**config.mk**
```make
export PLATFORM = sky130hd
export DESIGN_NAME = motorized_valve_controller
export DESIGN_NICKNAME = d
export VERILOG_FILES = /design/src/sv/mvc_pkg.sv /design/src/sv/mvc_cfg_regs.sv /design/src/sv/mvc_step.sv /design/src/sv/motorized_valve_controller.sv
export SDC_FILE = /design/constraint.sdc
export NUM_CORES = 1
export LEC_CHECK = 0
export BUFFER_PORTS_ARGS = -buffer_cell sky130_fd_sc_hd__buf_2
export CAP_MARGIN = 20
export CORE_ASPECT_RATIO = 1.25
export CORE_UTILIZATION = 61
export CTS_CLUSTER_SIZE = 14
export DETAILED_ROUTE_END_ITERATION = 10
export HOLD_SLACK_MARGIN = 0.08
export MAX_ROUTING_LAYER = met4
export PLACE_DENSITY = 0.78
export SETUP_SLACK_MARGIN = 0.1
export SLEW_MARGIN = 25
export SYNTH_ARGS = -nofsm -noshare
export SYNTH_HDL_FRONTEND = slang
export SYNTH_SLANG_ARGS = --single-unit
```
**constraint.sdc**
```tcl
create_clock -name clk -period 4.9 [get_ports clk]
set_input_delay 0.735 -clock clk [delete_from_list [all_inputs] [get_ports clk]]
set_output_delay 0.735 -clock clk [all_outputs]
set_load 0.01 [all_outputs]
```
**src/sv/mvc_pkg.sv**
```systemverilog
// ----------------------------------------------------------------------------
// mvc_pkg: shared types and constants
// Word layouts, register indexes, motion codes and wiring codes used by the
// motorized valve controller.
// ----------------------------------------------------------------------------
package mvc_pkg;

  localparam int TRAVEL_W   = 24;
  localparam int PAUSE_W    = 16;
  localparam int CFG_IDX_W  = 4;
  localparam int CFG_DATA_W = 24;
  localparam int MOTION_W   = 3;

  localparam logic [TRAVEL_W-1:0] TRAVEL_MAX = {TRAVEL_W{1'b1}};
  localparam logic [PAUSE_W-1:0]  PAUSE_MAX  = {PAUSE_W{1'b1}};

  localparam logic [TRAVEL_W-1:0] OPEN_TRAVEL_RST  = 24'd7000;
  localparam logic [TRAVEL_W-1:0] CLOSE_TRAVEL_RST = 24'd7000;
  localparam logic [PAUSE_W-1:0]  REV_PAUSE_RST    = 16'd250;

  // Configuration register indexes
  localparam logic [CFG_IDX_W-1:0] REG_OPEN_TRAVEL  = 4'd0;
  localparam logic [CFG_IDX_W-1:0] REG_CLOSE_TRAVEL = 4'd1;
  localparam logic [CFG_IDX_W-1:0] REG_REV_PAUSE    = 4'd2;
  localparam logic [CFG_IDX_W-1:0] REG_FLAG_MISSED  = 4'd3;
  localparam logic [CFG_IDX_W-1:0] REG_OPEN_SW_PRES = 4'd4;
  localparam logic [CFG_IDX_W-1:0] REG_CLOSE_SW_PRES = 4'd5;
  localparam logic [CFG_IDX_W-1:0] REG_SW_ACT_LOW   = 4'd6;
  localparam logic [CFG_IDX_W-1:0] REG_MOTOR_WIRING = 4'd7;

  // Motor wiring codes
  localparam logic [1:0] WIRING_NONE   = 2'd0;
  localparam logic [1:0] WIRING_SINGLE = 2'd1;
  localparam logic [1:0] WIRING_DUAL   = 2'd2;

  // Operation codes
  localparam logic OP_TICK    = 1'b0;
  localparam logic OP_COMMAND = 1'b1;

  // Motion codes as reported on the result word
  localparam logic [MOTION_W-1:0] MOTION_IDLE       = 3'd0;
  localparam logic [MOTION_W-1:0] MOTION_WAIT_OPEN  = 3'd1;
  localparam logic [MOTION_W-1:0] MOTION_WAIT_CLOSE = 3'd2;
  localparam logic [MOTION_W-1:0] MOTION_OPENING    = 3'd3;
  localparam logic [MOTION_W-1:0] MOTION_CLOSING    = 3'd4;

  typedef enum logic [4:0] {
    MODE_IDLE       = 5'b00001,
    MODE_WAIT_OPEN  = 5'b00010,
    MODE_WAIT_CLOSE = 5'b00100,
    MODE_OPENING    = 5'b01000,
    MODE_CLOSING    = 5'b10000
  } mvc_mode_t;

  typedef struct packed {
    logic operation;
    logic open_request;
    logic open_switch_level;
    logic close_switch_level;
  } mvc_in_t;

  typedef struct packed {
    logic                drive_open;
    logic                drive_close;
    logic [MOTION_W-1:0] motion;
    logic                valve_open;
    logic                motor_problem;
    logic                target_open;
  } mvc_out_t;

  typedef struct packed {
    logic [TRAVEL_W-1:0] open_travel_ms;
    logic [TRAVEL_W-1:0] close_travel_ms;
    logic [PAUSE_W-1:0]  reverse_pause_ms;
    logic                flag_missed_limit;
    logic                open_switch_present;
    logic                close_switch_present;
    logic                switch_active_low;
    logic [1:0]          motor_wiring;
  } mvc_cfg_t;

  function automatic logic [MOTION_W-1:0] mode_to_motion(input mvc_mode_t mode);
    logic [MOTION_W-1:0] code;
    unique case (mode)
      MODE_WAIT_OPEN:  code = MOTION_WAIT_OPEN;
      MODE_WAIT_CLOSE: code = MOTION_WAIT_CLOSE;
      MODE_OPENING:    code = MOTION_OPENING;
      MODE_CLOSING:    code = MOTION_CLOSING;
      default:         code = MOTION_IDLE;
    endcase
    return code;
  endfunction

endpackage

```
**src/sv/mvc_cfg_regs.sv**
```systemverilog
// ----------------------------------------------------------------------------
// mvc_cfg_regs: configuration register file
// Holds the eight setup registers; writes to unused indexes are dropped.
// ----------------------------------------------------------------------------
module mvc_cfg_regs (
  input  logic                             clk,
  input  logic                             rst_n,
  input  logic                             wr_en,
  input  logic [mvc_pkg::CFG_IDX_W-1:0]    wr_index,
  input  logic [mvc_pkg::CFG_DATA_W-1:0]   wr_data,
  output mvc_pkg::mvc_cfg_t                cfg
);
  import mvc_pkg::*;

  mvc_cfg_t cfg_r;

  always_ff @(posedge clk) begin
    if (!rst_n) begin
      cfg_r.open_travel_ms       <= OPEN_TRAVEL_RST;
      cfg_r.close_travel_ms      <= CLOSE_TRAVEL_RST;
      cfg_r.reverse_pause_ms     <= REV_PAUSE_RST;
      cfg_r.flag_missed_limit    <= 1'b0;
      cfg_r.open_switch_present  <= 1'b0;
      cfg_r.close_switch_present <= 1'b0;
      cfg_r.switch_active_low    <= 1'b0;
      cfg_r.motor_wiring         <= WIRING_SINGLE;
    end else if (wr_en) begin
      case (wr_index)
        REG_OPEN_TRAVEL:   cfg_r.open_travel_ms       <= wr_data[TRAVEL_W-1:0];
        REG_CLOSE_TRAVEL:  cfg_r.close_travel_ms      <= wr_data[TRAVEL_W-1:0];
        REG_REV_PAUSE:     cfg_r.reverse_pause_ms     <= wr_data[PAUSE_W-1:0];
        REG_FLAG_MISSED:   cfg_r.flag_missed_limit    <= wr_data[0];
        REG_OPEN_SW_PRES:  cfg_r.open_switch_present  <= wr_data[0];
        REG_CLOSE_SW_PRES: cfg_r.close_switch_present <= wr_data[0];
        REG_SW_ACT_LOW:    cfg_r.switch_active_low    <= wr_data[0];
        REG_MOTOR_WIRING:  cfg_r.motor_wiring         <= wr_data[1:0];
        default: begin
        end
      endcase
    end
  end

  assign cfg = cfg_r;

endmodule

```
**src/sv/mvc_step.sv**
```systemverilog
// ----------------------------------------------------------------------------
// mvc_step: valve state and per-word update
// Holds motion mode, position, problem flag and elapsed counters, and works
// out the state after one tick or command in a single pass.
// ----------------------------------------------------------------------------
module mvc_step (
  input  logic               clk,
  input  logic               rst_n,
  input  logic               step_en,
  input  mvc_pkg::mvc_in_t   item,
  input  mvc_pkg::mvc_cfg_t  cfg,
  output mvc_pkg::mvc_out_t  result
);
  import mvc_pkg::*;

  mvc_mode_t           mode_r, mode_nxt;
  logic                pos_r, pos_nxt;
  logic                prob_r, prob_nxt;
  logic                req_r, req_nxt;
  logic [TRAVEL_W-1:0] travel_r, travel_nxt;
  logic [PAUSE_W-1:0]  pause_r, pause_nxt;

  logic                open_act, close_act;
  logic [TRAVEL_W-1:0] travel_inc;
  logic [PAUSE_W-1:0]  pause_inc;
  logic                moving_open;
  logic                move_act, move_pres;
  logic [TRAVEL_W-1:0] move_lim;
  logic                want_open;
  logic                prev_moving, same_dir, reversing;
  logic                wiring_ok;

  // Switch is active only when fitted and at its active level
  assign open_act  = cfg.open_switch_present &
                     (item.open_switch_level ^ cfg.switch_active_low);
  assign close_act = cfg.close_switch_present &
                     (item.close_switch_level ^ cfg.switch_active_low);

  assign travel_inc = (travel_r != TRAVEL_MAX) ? travel_r + 1'b1 : travel_r;
  assign pause_inc  = (pause_r != PAUSE_MAX) ? pause_r + 1'b1 : pause_r;

  assign moving_open = (mode_r == MODE_OPENING);
  assign move_act    = moving_open ? open_act : close_act;
  assign move_pres   = moving_open ? cfg.open_switch_present : cfg.close_switch_present;
  assign move_lim    = moving_open ? cfg.open_travel_ms : cfg.close_travel_ms;

  assign want_open   = item.open_request;
  assign prev_moving = (mode_r == MODE_OPENING) || (mode_r == MODE_CLOSING);
  assign same_dir    = (want_open && mode_r == MODE_OPENING) ||
                       (!want_open && mode_r == MODE_CLOSING);
  assign reversing   = (want_open && mode_r == MODE_CLOSING) ||
                       (!want_open && mode_r == MODE_OPENING);
  assign wiring_ok   = (cfg.motor_wiring == WIRING_SINGLE) ||
                       (cfg.motor_wiring == WIRING_DUAL);

  always_comb begin
    mode_nxt   = mode_r;
    pos_nxt    = pos_r;
    prob_nxt   = prob_r;
    req_nxt    = req_r;
    travel_nxt = travel_r;
    pause_nxt  = pause_r;

    if (item.operation == OP_TICK) begin
      travel_nxt = travel_inc;
      pause_nxt  = pause_inc;
      if (open_act && close_act) begin
        // conflicting switches
        mode_nxt  = MODE_IDLE;
        pause_nxt = '0;
        prob_nxt  = 1'b1;
      end else begin
        unique case (mode_r)
          MODE_WAIT_OPEN, MODE_WAIT_CLOSE: begin
            if (cfg.reverse_pause_ms == '0 || pause_inc >= cfg.reverse_pause_ms) begin
              mode_nxt   = (mode_r == MODE_WAIT_OPEN) ? MODE_OPENING : MODE_CLOSING;
              travel_nxt = '0;
              pause_nxt  = '0;
            end
          end
          MODE_OPENING, MODE_CLOSING: begin
            if (move_act) begin
              mode_nxt  = MODE_IDLE;
              pause_nxt = '0;
              pos_nxt   = moving_open;
              prob_nxt  = 1'b0;
            end else if (move_lim == '0 || travel_inc >= move_lim) begin
              mode_nxt  = MODE_IDLE;
              pause_nxt = '0;
              if (move_pres && cfg.flag_missed_limit) begin
                prob_nxt = 1'b1;
              end else begin
                pos_nxt  = moving_open;
                prob_nxt = 1'b0;
              end
            end
          end
          default: begin
            // idle: follow whichever switch is active
            if (open_act) begin
              pos_nxt = 1'b1;
            end else if (close_act) begin
              pos_nxt = 1'b0;
            end
          end
        endcase
      end
    end else begin
      req_nxt = want_open;
      priority if (!wiring_ok) begin
        prob_nxt = 1'b1;
      end else if ((want_open && open_act) || (!want_open && close_act)) begin
        // already at the target limit
        mode_nxt  = MODE_IDLE;
        pause_nxt = '0;
        pos_nxt   = want_open;
        prob_nxt  = 1'b0;
      end else if (same_dir) begin
        travel_nxt = '0;
      end else if (reversing && cfg.reverse_pause_ms != '0) begin
        mode_nxt  = want_open ? MODE_WAIT_OPEN : MODE_WAIT_CLOSE;
        pause_nxt = '0;
      end else begin
        mode_nxt   = want_open ? MODE_OPENING : MODE_CLOSING;
        travel_nxt = '0;
        pause_nxt  = '0;
      end
    end
  end

  always_ff @(posedge clk) begin
    if (!rst_n) begin
      mode_r   <= MODE_IDLE;
      pos_r    <= 1'b0;
      prob_r   <= 1'b0;
      req_r    <= 1'b0;
      travel_r <= '0;
      pause_r  <= '0;
    end else if (step_en) begin
      mode_r   <= mode_nxt;
      pos_r    <= pos_nxt;
      prob_r   <= prob_nxt;
      req_r    <= req_nxt;
      travel_r <= travel_nxt;
      pause_r  <= pause_nxt;
    end
  end

  // Result reflects the state after this word
  always_comb begin
    result.drive_open    = 1'b0;
    result.drive_close   = 1'b0;
    if (cfg.motor_wiring == WIRING_SINGLE) begin
      result.drive_open = (mode_nxt == MODE_OPENING) || (mode_nxt == MODE_CLOSING);
    end else if (cfg.motor_wiring == WIRING_DUAL) begin
      result.drive_open  = (mode_nxt == MODE_OPENING);
      result.drive_close = (mode_nxt == MODE_CLOSING);
    end
    result.motion        = mode_to_motion(mode_nxt);
    result.valve_open    = pos_nxt;
    result.motor_problem = prob_nxt;
    result.target_open   = req_nxt;
  end

`ifndef NO_ASSERTIONS
  // A wait mode is only ever entered with the pause counter restarted
  a_wait_clears_pause: assert property (@(posedge clk) disable iff (!rst_n)
    (step_en && mode_nxt != mode_r &&
     (mode_nxt == MODE_WAIT_OPEN || mode_nxt == MODE_WAIT_CLOSE)) |=> (pause_r == '0))
    else $error("wait mode entered without pause reset");

  // Leaving a moving mode for idle always clears the pause counter
  a_stop_clears_pause: assert property (@(posedge clk) disable iff (!rst_n)
    (step_en && prev_moving && mode_nxt == MODE_IDLE) |=> (pause_r == '0))
    else $error("stop did not clear pause counter");

  // Without valid wiring a command leaves the motion untouched
  a_bad_wiring_holds: assert property (@(posedge clk) disable iff (!rst_n)
    (step_en && item.operation == OP_COMMAND && !wiring_ok) |=> $stable(mode_r))
    else $error("command moved motor with no wiring");
`endif

endmodule

```
**src/sv/motorized_valve_controller.sv**
```systemverilog
// ----------------------------------------------------------------------------
// motorized_valve_controller: valve motor sequencing top level
// Input word register, state update and result register for a motorized valve.
// ----------------------------------------------------------------------------
// Usage:
//   in_*  : one word per 1 ms tick or open/close command, with the raw levels
//           of both limit switches. Accepted when in_valid and in_ready.
//   out_* : one result word per input word, giving drive lines, motion code,
//           estimated position, problem flag and the last requested position.
//   cfg_* : register writes (index 0..7, data right aligned); cfg_ready is
//           always high, writes to indexes 8..15 are dropped. Write only while
//           no word is in flight.
// Path: an accepted word sits in the input register while the state update
//   runs, then the result register is written and out_valid rises.
// Throughput: one word per cycle unless the receiver stalls; the single-pass
//   update between the input and result registers sets that rate.
// Reset (rst_n low, synchronous): motor idle, position closed, problem clear,
//   counters zero, registers at their defaults, both pipeline stages empty.
// Receiver stall: the result register holds; the input register still fills,
//   then in_ready drops until the result word is taken.
// ----------------------------------------------------------------------------
module motorized_valve_controller (
  input  logic                           clk,
  input  logic                           rst_n,

  input  logic                           in_valid,
  output logic                           in_ready,
  input  mvc_pkg::mvc_in_t               in_data,

  output logic                           out_valid,
  input  logic                           out_ready,
  output mvc_pkg::mvc_out_t              out_data,

  input  logic                           cfg_valid,
  output logic                           cfg_ready,
  input  logic [mvc_pkg::CFG_IDX_W-1:0]  cfg_index,
  input  logic [mvc_pkg::CFG_DATA_W-1:0] cfg_data
);
  import mvc_pkg::*;

  mvc_cfg_t cfg;

  // input word register
  logic     in_valid_r;
  mvc_in_t  in_data_r;

  // result word register
  logic     out_valid_r;
  mvc_out_t out_data_r;

  mvc_out_t step_result;
  logic     advance;

  // A word moves from the input register to the result register whenever the
  // result register is empty or being drained this cycle.
  assign advance  = in_valid_r && (!out_valid_r || out_ready);
  assign in_ready = !in_valid_r || advance;

  assign cfg_ready = 1'b1;

  mvc_cfg_regs u_cfg (
    .clk      (clk),
    .rst_n    (rst_n),
    .wr_en    (cfg_valid),
    .wr_index (cfg_index),
    .wr_data  (cfg_data),
    .cfg      (cfg)
  );

  mvc_step u_step (
    .clk     (clk),
    .rst_n   (rst_n),
    .step_en (advance),
    .item    (in_data_r),
    .cfg     (cfg),
    .result  (step_result)
  );

  always_ff @(posedge clk) begin
    if (!rst_n) begin
      in_valid_r <= 1'b0;
    end else if (in_ready) begin
      in_valid_r <= in_valid;
    end
  end

  always_ff @(posedge clk) begin
    if (in_valid && in_ready) begin
      in_data_r <= in_data;
    end
  end

  always_ff @(posedge clk) begin
    if (!rst_n) begin
      out_valid_r <= 1'b0;
    end else if (advance) begin
      out_valid_r <= 1'b1;
    end else if (out_ready) begin
      out_valid_r <= 1'b0;
    end
  end

  always_ff @(posedge clk) begin
    if (advance) begin
      out_data_r <= step_result;
    end
  end

  assign out_valid = out_valid_r;
  assign out_data  = out_data_r;

`ifndef NO_ASSERTIONS
  // Two-wire drive never energizes both directions at once
  a_no_dual_drive: assert property (@(posedge clk) disable iff (!rst_n)
    out_valid_r |-> !(out_data_r.drive_open && out_data_r.drive_close))
    else $error("open and close drives both active");

  // Every word taken from the input register lands in the result register
  a_advance_fills: assert property (@(posedge clk) disable iff (!rst_n)
    advance |=> out_valid_r)
    else $error("advanced word lost");

  // Close drive line agrees with the reported closing motion
  a_drive_motion: assert property (@(posedge clk) disable iff (!rst_n)
    (out_valid_r && out_data_r.drive_close) |-> (out_data_r.motion == MOTION_CLOSING))
    else $error("close drive without closing motion");

  // Input register never drops a word while the output is stalled
  a_hold_on_stall: assert property (@(posedge clk) disable iff (!rst_n)
    (in_valid_r && out_valid_r && !out_ready) |=> in_valid_r)
    else $error("input word dropped during stall");
`endif

endmodule

```
==> results.toml, run 1 <==
[run_status]
status = "completed"

[floorplanning]
core_area_um2 = 12200
start_util_pct = 63.2
dieArea_um2 = 13100
die_w_um = 103
ios = 48
die_h_um = 128
fp-row-count = 45

[pwr]
p_leak_nw = 3.65
p_per_area_nw_per_um2 = 304
vdd_drop_max_v = 0.000211

[worst_setup_path]
critPathMaxFanout = 9
critPathRequiredTime_ns = 5.16
cp.arrival_ns = 4.81
crit_type = "flop to flop"
crit_path_end_kind = "flop"
cp-start-kind = "flop"

[sta]
finClkSkew_ns = 0.00830
drv_slew = 0
holdWs_ns = 0.454
hold_viol = 0
setup_viol = 0
fmax_mhz = 220
setup_tns_ns = 0
finalCritPeriodShare_pct = 92.8
max_slew_margin_pct = 40.2
rsz0062_at_grt = "no"
finalCriticalPeriod_ns = 4.55
worst_pin_slew_ns = 0.894

[yosys]
seq_area_frac_synth_pct = 35.8
synthesis.nets = 1043
syn_inst = 961
yosys.cell_types.count = 76
synth.avg_cell_area_um2 = 8.03
synthFlopType = "dfxtp_1"
ys_seq_elements = 132
ys_warn_count = 0
synthesis.area_um2 = 7720
synth-edff-count = 12
async_reset_ff_share_pct = 0

[clock_tree]
cts-root-buf = "clkbuf_16"
cts_tree = "yes"
cts_made_buffers = 17
htreeDepth = 4
cts_sinks = 132
ctsHoldBuffers = 0
post_cts_buffers = 0
clock_latency_ns = 0.43
clk_pin_slew_ns = 0.06
clock_path_buffers = 2

[detailed_routing]
detail-route-antenna-nets = 0
wl_um = 20200
drtIter0Drc = 440
route.detailed.wl_per_inst_um = 17.2
via_count = 7139
remaining_drc_errors = 0
viasPerCell = 6.09
firstDrtPassIters = 5

[layout]
layout_commonest_cell = "nand2_1"
area_growth_pct = 13.6
drive_above_1_share_pct = 13.1
final_cell_mix = "nand2_1 (198), dfxtp_1 (120), a21oi_1 (90), nor2_1 (53), buf_2 (46)"
fillers = 998
antenna_cells = 0
nets = 1077

[grt]
grt_pass1_wl_um = 32600
grt_max_degree = 44
grt_pass1_vias = 6867
grt.total_usage_pct = 33.2
antenna_found_initial = 0
overflow = 0

[run]
drv_cap = 0

[min_path]
hp-class = "flop to flop"

[placement]
place.gp.congestion = 0.929
dp.final_hpwl_um = 14700
io_buffers = 46
[Yosys cell counts (6+ instances only)]
cell type	n	area [um2]
xor2_1	21	184
inv_1	29	109
nand3b_1	7	52.6
dfxtp_1	120	2400
and3_1	14	87.6
clkbuf_1	43	161
a22oi_1	11	82.6
o21a_1	11	82.6
xnor2_1	18	158
a21oi_1	90	450
a31o_2	6	52.6
nor2_1	53	199
nor2b_1	6	37.5
ha_1	45	563
and4_1	6	52.6
nand4_1	15	93.8
edfxtp_1	12	360
mux2i_1	29	290
nand3_1	40	200
nand2_1	198	743
nor3b_1	7	52.6
o21ai_0	22	110
o211ai_1	18	135
nor4_1	23	144
nor3_1	16	80.1
[logic make-up (layout without fill, tap and decap cells)]
logic type | after synthesis | after routing | share of synthesized area, %
DFF | 132 | 132 | 35.8
xor gates and xnor gates | 39 | 39 | 4.42
and+or+nand+nor | 415 | 415 | 25.6
other | 1 | 1 | 0.0486
buffers and inverters | 84 | 131 | 4.46
adders and majority gates | 45 | 45 | 7.29
AOI/OAI and AO/OA | 212 | 212 | 18.0
muxes | 33 | 33 | 4.34
[final timing paths]
path,endpoint,cells after the start,start,slack (ns)
setup / recovery,out_data[6],15,u_step.travel_r[1],0.35
hold / removal,u_step.req_r,2,u_step.req_r,0.45
setup reg to reg,out_data[6],15,u_step.travel_r[1],0.35
hold reg to reg,u_step.req_r,2,u_step.req_r,0.45
[sequential cells by signal, indices dropped and copies added (netlist names)]
| register | flops |
|---|---|
| in_data_r | 4 |
| in_valid_r | 1 |
| out_data | 8 |
| out_valid | 1 |
| u_cfg.cfg | 70 |
| u_step.mode_r | 5 |
| u_step.pause_r | 16 |
| u_step.pos_r | 1 |
| u_step.prob_r | 1 |
| u_step.req_r | 1 |
| u_step.travel_r | 24 |
[metrics by stage]
stage / utilization (%) / total power, W / area, um2 / worst slack, ns / cells
6_report: 71.8 / 0.00266 / 8770 / 0.355 / 1172
3_5_place_dp: 66.3 / 0.00135 / 8110 / 0.212 / 1139
3_3_place_gp: 66.3 / 0.00134 / 8110 / 0.273 / 1139
2_1_floorplan: - / 0.00128 / 7720 / 0.555 / 961
4_1_cts: 71.4 / 0.00267 / 8730 / 0.175 / 1171
5_1_grt: 71.8 / 0.00274 / 8770 / 0.103 / 1172
[critical path: stages, from the launching register on]
cell and delay [ns]:
dfxtp_1 0.46, ha_1 0.24, nand2_1 0.10, or2_2 0.37, nor3b_4 0.36, nand3_1 0.19
xnor2_1 0.16, ha_1 0.31, a21oi_1 0.18, nand2_1 0.08, a221oi_1 0.31, o2111a_2 0.32
a21boi_1 0.33, a31oi_1 0.23, or4_4 0.54, nor4b_2 0.21
[routing by layer]
layer	wire (um)	part of all wire, %	track usage, %	vias to the layer above
met5	0	0	-	-
met4	902	4.5	18.7	0
met3	949	4.7	6.65	65
met2	10200	51	56.2	221
met1	8130	40	35.6	3350
li1	-	-	-	3503
[layout make-up]
cell class,instances,area (um2),share of cell area (%)
multi-input combinational,745,4660,53.1
sequential,132,2760,31.5
clock buffer,21,472,5.38
timing repair buffer,70,414,4.72
tap,164,205,2.34
clock inverter,11,151,1.73
inverter,29,109,1.24
[power by group]
group | switching [W] | internal (W) | total, W
clock network | 0.000491 | 0.000844 | 0.00133
registers | 0.0000165 | 0.00111 | 0.00113
logic | 0.000129 | 0.0000707 | 0.000200
[what timing repair did]
item,4_1_cts,5_1_grt
gates resized for setup,0,4
setup endpoints to repair,0,7
hold endpoints to repair,0,0
No activity file was read; power rests on OpenSTA's default activity.
==> run 2: changes to the inputs <==
PLACE_DENSITY = 0.8   (was 0.78)
==> run 2 against run 1 <==
  * Sequential share of layout area increased by 0.18 points
  * Critical path type unchanged
  * Global-route usage increased by 0.53 points
  * Via count increased by 1.6%
  * Worst hold slack improved by 0.00099 ns
  * Critical path depth unchanged
  * Non-clock buffer count decreased by 4
  * Die area unchanged
  * Largest power group unchanged
  * Count of clock-buffer cells in the layout decreased by 2
  * Cell count decreased by 0.34%
==> results.toml, run 2 (synthesized netlist as in run 1, its figures left out) <==
[sta]
max_slew_margin_pct = 29.7
holdWs_ns = 0.455
rsz0062_at_grt = "no"
worst_pin_slew_ns = 1.05
setup_viol = 0
setup_tns_ns = 0
finClkSkew_ns = 0.00868
drv_slew = 0
finalCriticalPeriod_ns = 4.62
finalCritPeriodShare_pct = 94.3
fmax_mhz = 216
hold_viol = 0

[worst_setup_path]
crit_end = "out_data[6]"
critPathLaunch = "u_step.travel_r[3]"
regToRegStartpoint = "u_step.travel_r[3]"
r2r-end = "out_data[6]"
crit_path_end_kind = "flop"
critPathMaxFanout = 6
critPathSlowestCell = "or4_4"
cp_common_cell = "nand4_1"
cp-start-kind = "flop"
critPathRequiredTime_ns = 5.16
crit_type = "flop to flop"
reg2reg_slack_ns = 0.28
cpPeakStageDelay_ns = 0.53
crit_chain = "and4_1 > nand4_1 > or2_2 > nor3b_2 > nand3_1 > xnor2_1 > ha_1 > nand4_1 > inv_1 > a221oi_1 > o2111a_2 > a21boi_1 > a31oi_1 > or4_4 > nor4b_2"
rr_worst_depth = 15
cp.arrival_ns = 4.88

[layout]
area_growth_pct = 12.9
layout.cells.non_filler = 1168
layout_commonest_cell = "nand2_1"
nets = 1073
antenna_cells = 0
final_cell_mix = "nand2_1 (198), dfxtp_1 (120), a21oi_1 (90), nor2_1 (53), buf_2 (46)"
largest_register_ffs = 70
drive_above_1_share_pct = 12.7

[pwr]
p_per_area_nw_per_um2 = 305
p_total_w = 0.00266
vdd_drop_max_v = 0.000234
p_leak_nw = 3.64

[detailed_routing]
drtIter0Drc = 616
firstDrtPassIters = 6
wl_um = 20900
route.detailed.wl_per_inst_um = 17.9
detail-route-antenna-nets = 0
viasPerCell = 6.21
via_count = 7252
remaining_drc_errors = 0

[grt]
met2_usage_pct = 56.4
grt_pass1_vias = 6750
grt.total_usage_pct = 33.7
grt_max_degree = 44
overflow = 0
antenna_found_initial = 0
grt_pass1_wl_um = 33000
use_met3_pct = 5.18
met1_usage_pct = 38.2
busiest_layer = "met2"

[floorplanning]
core_area_um2 = 12200
start_util_pct = 63.2
dieArea_um2 = 13100
fp-row-count = 45
ios = 48
die_w_um = 103
die_h_um = 128

[min_path]
hp-class = "flop to flop"

[clock_tree]
cts-root-buf = "clkbuf_16"
ctsHoldBuffers = 0
cts_sinks = 132
clock_latency_ns = 0.42
clock_path_buffers = 2
cts_made_buffers = 17
cts_tree = "yes"
htreeDepth = 4
clk_pin_slew_ns = 0.06

[placement]
io_buffers = 46
dp.final_hpwl_um = 14400
place.gp.congestion = 0.917
dpl.cell_count = 1135

[run]
drv_cap = 0

[run_status]
status = "completed"
==> run 2: cell types whose count changed in the layout (fill, tap and decap cells not counted) <==
cell / before / now
and3b_1: 1 / 2
and3b_2: 1 / 0
buf_4: 23 / 20
buf_6: 1 / 0
clkbuf_1: 2 / 1
clkbuf_16: 18 / 17
clkinv_4: 3 / 2
clkinvlp_4: 4 / 2
inv_6: 0 / 5
nor3b_2: 0 / 1
nor3b_4: 1 / 0
==> run 2: worst min path at each step <==
stage / startpoint / to / depth (start not counted)
global route: in_data[0] / in_data_r[0] / 1
finish: u_step.pause_r[8] / u_step.pause_r[8] / 2
floorplan: u_step.pause_r[8] / u_step.pause_r[8] / 2
detailed placement: u_step.pause_r[8] / u_step.pause_r[8] / 2
CTS: u_step.pause_r[8] / u_step.pause_r[8] / 2
global placement: u_step.pause_r[8] / u_step.pause_r[8] / 2
==> run 2: metrics by stage <==
stage | area [um2] | setup WS, ns | utilization [%]
final | 8720 | 0.280 | 71.4
after global routing | 8720 | 0.0432 | 71.4
after CTS | 8690 | 0.205 | 71.2
after detailed placement | 8080 | 0.105 | 66.1
after global placement | 8080 | 0.207 | 66.1
after floorplan | 7720 | 0.555 | -
==> run 2: area by class of cell <==
| class | count | area (um2) |
|---|---|---|
| Clock inverter | 13 | 171 |
| Inverter | 29 | 109 |
| Sequential cell | 132 | 2760 |
| Tap cell | 164 | 205 |
| Multi-Input combinational cell | 745 | 4650 |
| Fill cell | 971 | 3500 |
| Clock buffer | 19 | 443 |
| Timing Repair Buffer | 66 | 380 |
==> run 2: critical path, delay by kind of cell (launching register included) <==
family / cells / cell delay, ns
XOR/XNOR: 1 / 0.16
AND/OR/NAND/NOR: 8 / 2.37
AO/OA/AOI/OAI: 4 / 1.12
flip-flops: 1 / 0.43
adder cells (fa/ha/maj): 1 / 0.31
buffers and inverters: 1 / 0.07
==> run 2: repair_timing <==
item                                    CTS  global route
pin swaps                                 0             1
endpoints found under the setup margin    1             4
hold endpoints to repair                  0             0
setup buffers                             0             1
gates resized for setup                   1             2
cloned                                    0             0
==> run 2: per-layer routing <==
metal	routed length (um)	vias to the layer above
met2	10400	323
li1	-	3488
met4	1070	0
met5	0	-
met3	1170	84
met1	8230	3357
==> run 2: where the power goes <==
group | leakage [nW] | switching [W] | internal, W
Sequential | 1.09 | 0.0000199 | 0.00111
Clock | 0.295 | 0.000509 | 0.000823
Combinational | 2.26 | 0.000130 | 0.0000690
==> run 3: changes to the inputs <==
CORE_UTILIZATION = 45   (was 61)
GPL_ROUTABILITY_DRIVEN = 0   (was not set)
PLACE_DENSITY = not set   (was 0.8)
==> run 3 against run 2 <==
  * Clock skew down 0.0017 ns
  * Die area up 35%
  * Fmax up 1.2%
  * Combinational power about the same
  * Sequential share of layout area down 0.66 points
  * Power up 0.49%
==> results.toml, run 3 (synthesized netlist as in run 1, its figures left out) <==
[layout]
fillers = 1622
largest_register_ffs = 70
area_growth_pct = 15.5
final_cell_mix = "nand2_1 (198), dfxtp_1 (118), a21oi_1 (89), nor2_1 (53), buf_2 (46)"
layout_commonest_cell = "nand2_1"
nets = 1085
stdcell_area_um2 = 8910
antenna_cells = 0
drive_above_1_share_pct = 14.2

[worst_setup_path]
cp.arrival_ns = 4.82
crit_type = "flop to flop"
rr_worst_depth = 17
critPathSlowestCell = "or4_4"
critPathMaxFanout = 7
cpPeakStageDelay_ns = 0.57
critical_path.top_delay_family = "simple AND/OR/NAND/NOR gates"
crit_chain = "and4_4 > nand4_1 > or2_2 > nor3_2 > buf_4 > nand4b_1 > nor2_1 > xor2_1 > ha_1 > a21oi_1 > o21a_1 > a2111oi_4 > a21oi_2 > a211oi_2 > o21ai_2 > or4_4 > nor4b_2"
cp.depth = 17
crit_path_end_kind = "flop"
cp-start-kind = "flop"
critPathRequiredTime_ns = 5.16
cp_num_buf_inv = 1

[grt]
overflow = 0
grt_max_degree = 47
grt_pass1_vias = 6612
antenna_found_initial = 0
grt_pass1_wl_um = 33600
grt.total_usage_pct = 24.9

[clock_tree]
clock_latency_ns = 0.43
ctsHoldBuffers = 0
cts_tree = "yes"
cts_sinks = 132
cts-root-buf = "clkbuf_16"
cts_made_buffers = 17
htreeDepth = 4
clk_pin_slew_ns = 0.06
clock_path_buffers = 2

[run]
drv_cap = 0

[min_path]
hp-class = "flop to flop"
whs_path_depth = 2

[floorplanning]
dieArea_um2 = 17700
fp-row-count = 53
ios = 48
core_area_um2 = 16800
start_util_pct = 46.0
die_h_um = 148
die_w_um = 119

[sta]
max_slew_margin_pct = 39.0
rsz0062_at_grt = "no"
holdWs_ns = 0.451
fmax_mhz = 219
hold_viol = 0
setup_tns_ns = 0
setup_viol = 0
finalCriticalPeriod_ns = 4.56
drv_slew = 0
finClkSkew_ns = 0.00699
worst_pin_slew_ns = 0.913
finalCritPeriodShare_pct = 93.1

[detailed_routing]
detail-route-antenna-nets = 0
wl_um = 20900
route.detailed.wl_per_inst_um = 16.9
remaining_drc_errors = 0
via_count = 6924
drtIter0Drc = 338
firstDrtPassIters = 5
viasPerCell = 5.60

[pwr]
vdd_drop_max_v = 0.000196
p_per_area_nw_per_um2 = 300
p_int_w = 0.00203
p_leak_nw = 3.69
p_total_w = 0.00267
pwr-share-comb_pct = 7.4
clkPwrFrac_pct = 50.3
switchingPower_w = 0.000642
seqPwrFrac_pct = 42.3
swShare_pct = 24.0

[run_status]
status = "completed"

[placement]
dpl_cell_area_um2 = 8200
dp.final_hpwl_um = 15100
io_buffers = 46
==> run 3: cell count changes in the layout (fill, tap and decap cells not counted), sizes merged <==
cell,change
clkinvlp,+1
inv,-5
clkinv,+3
bufinv,+1
buf,+12
==> run 3: metrics by stage <==
stage / std cells / util (%) / worst slack, ns
global route: 1236 / 53.1 / 0.102
floorplan: 961 / - / 0.555
finish: 1236 / 53.1 / 0.336
detailed placement: 1196 / 48.8 / 0.0713
global placement: 1196 / 48.8 / 0.147
CTS: 1228 / 52.6 / 0.164
==> run 3: path summary, 6_finish.rpt <==
check / slack, ns / endpoint / startpoint
min: 0.45 / u_step.pause_r[8] / u_step.pause_r[8]
max reg2reg: 0.34 / out_data[6] / u_step.travel_r[4]
max: 0.34 / out_data[6] / u_step.travel_r[4]
min reg2reg: 0.45 / u_step.pause_r[8] / u_step.pause_r[8]
==> run 3: area by class of cell <==
cell class | instances | area [um2] | share of cell area [%]
timing repair buffer | 78 | 494 | 5.54
clock inverter | 13 | 184 | 2.06
inverter | 29 | 109 | 1.22
tap | 220 | 275 | 3.09
sequential | 132 | 2770 | 31.0
multi-input combinational | 745 | 4650 | 52.2
clock buffer | 19 | 433 | 4.86
==> run 3: repair_timing <==
item                       CTS  global route
hold endpoints to repair     0             0
buffers inserted             0             6
resized for setup            1             8
pin swaps                    1             4
setup endpoints to repair    2            20
==> run 3: power by group through the flow <==
| stage | Sequential (W) | Combinational [W] | Clock [W] |
|---|---|---|---|
| after global routing | 0.00113 | 0.000219 | 0.00140 |
| after floorplan | 0.00115 | 0.000131 | 0 |
| after detailed placement | 0.00115 | 0.000196 | 0 |
| final | 0.00113 | 0.000198 | 0.00135 |
| after global placement | 0.00115 | 0.000195 | 0 |
| after CTS | 0.00113 | 0.000197 | 0.00136 |
==> run 3: tightest hold or removal path: stages (launching register included) <==
cell and delay, ns:
dfxtp_1 0.31, nand2_1 0.05, a21oi_1 0.05
==> run 3: layer usage <==
metal  routed length, um  track usage (%)
met4                 609             10.6
met2               10600             43.1
met1                9100             28.5
met5                   0                -
met3                 588             3.95
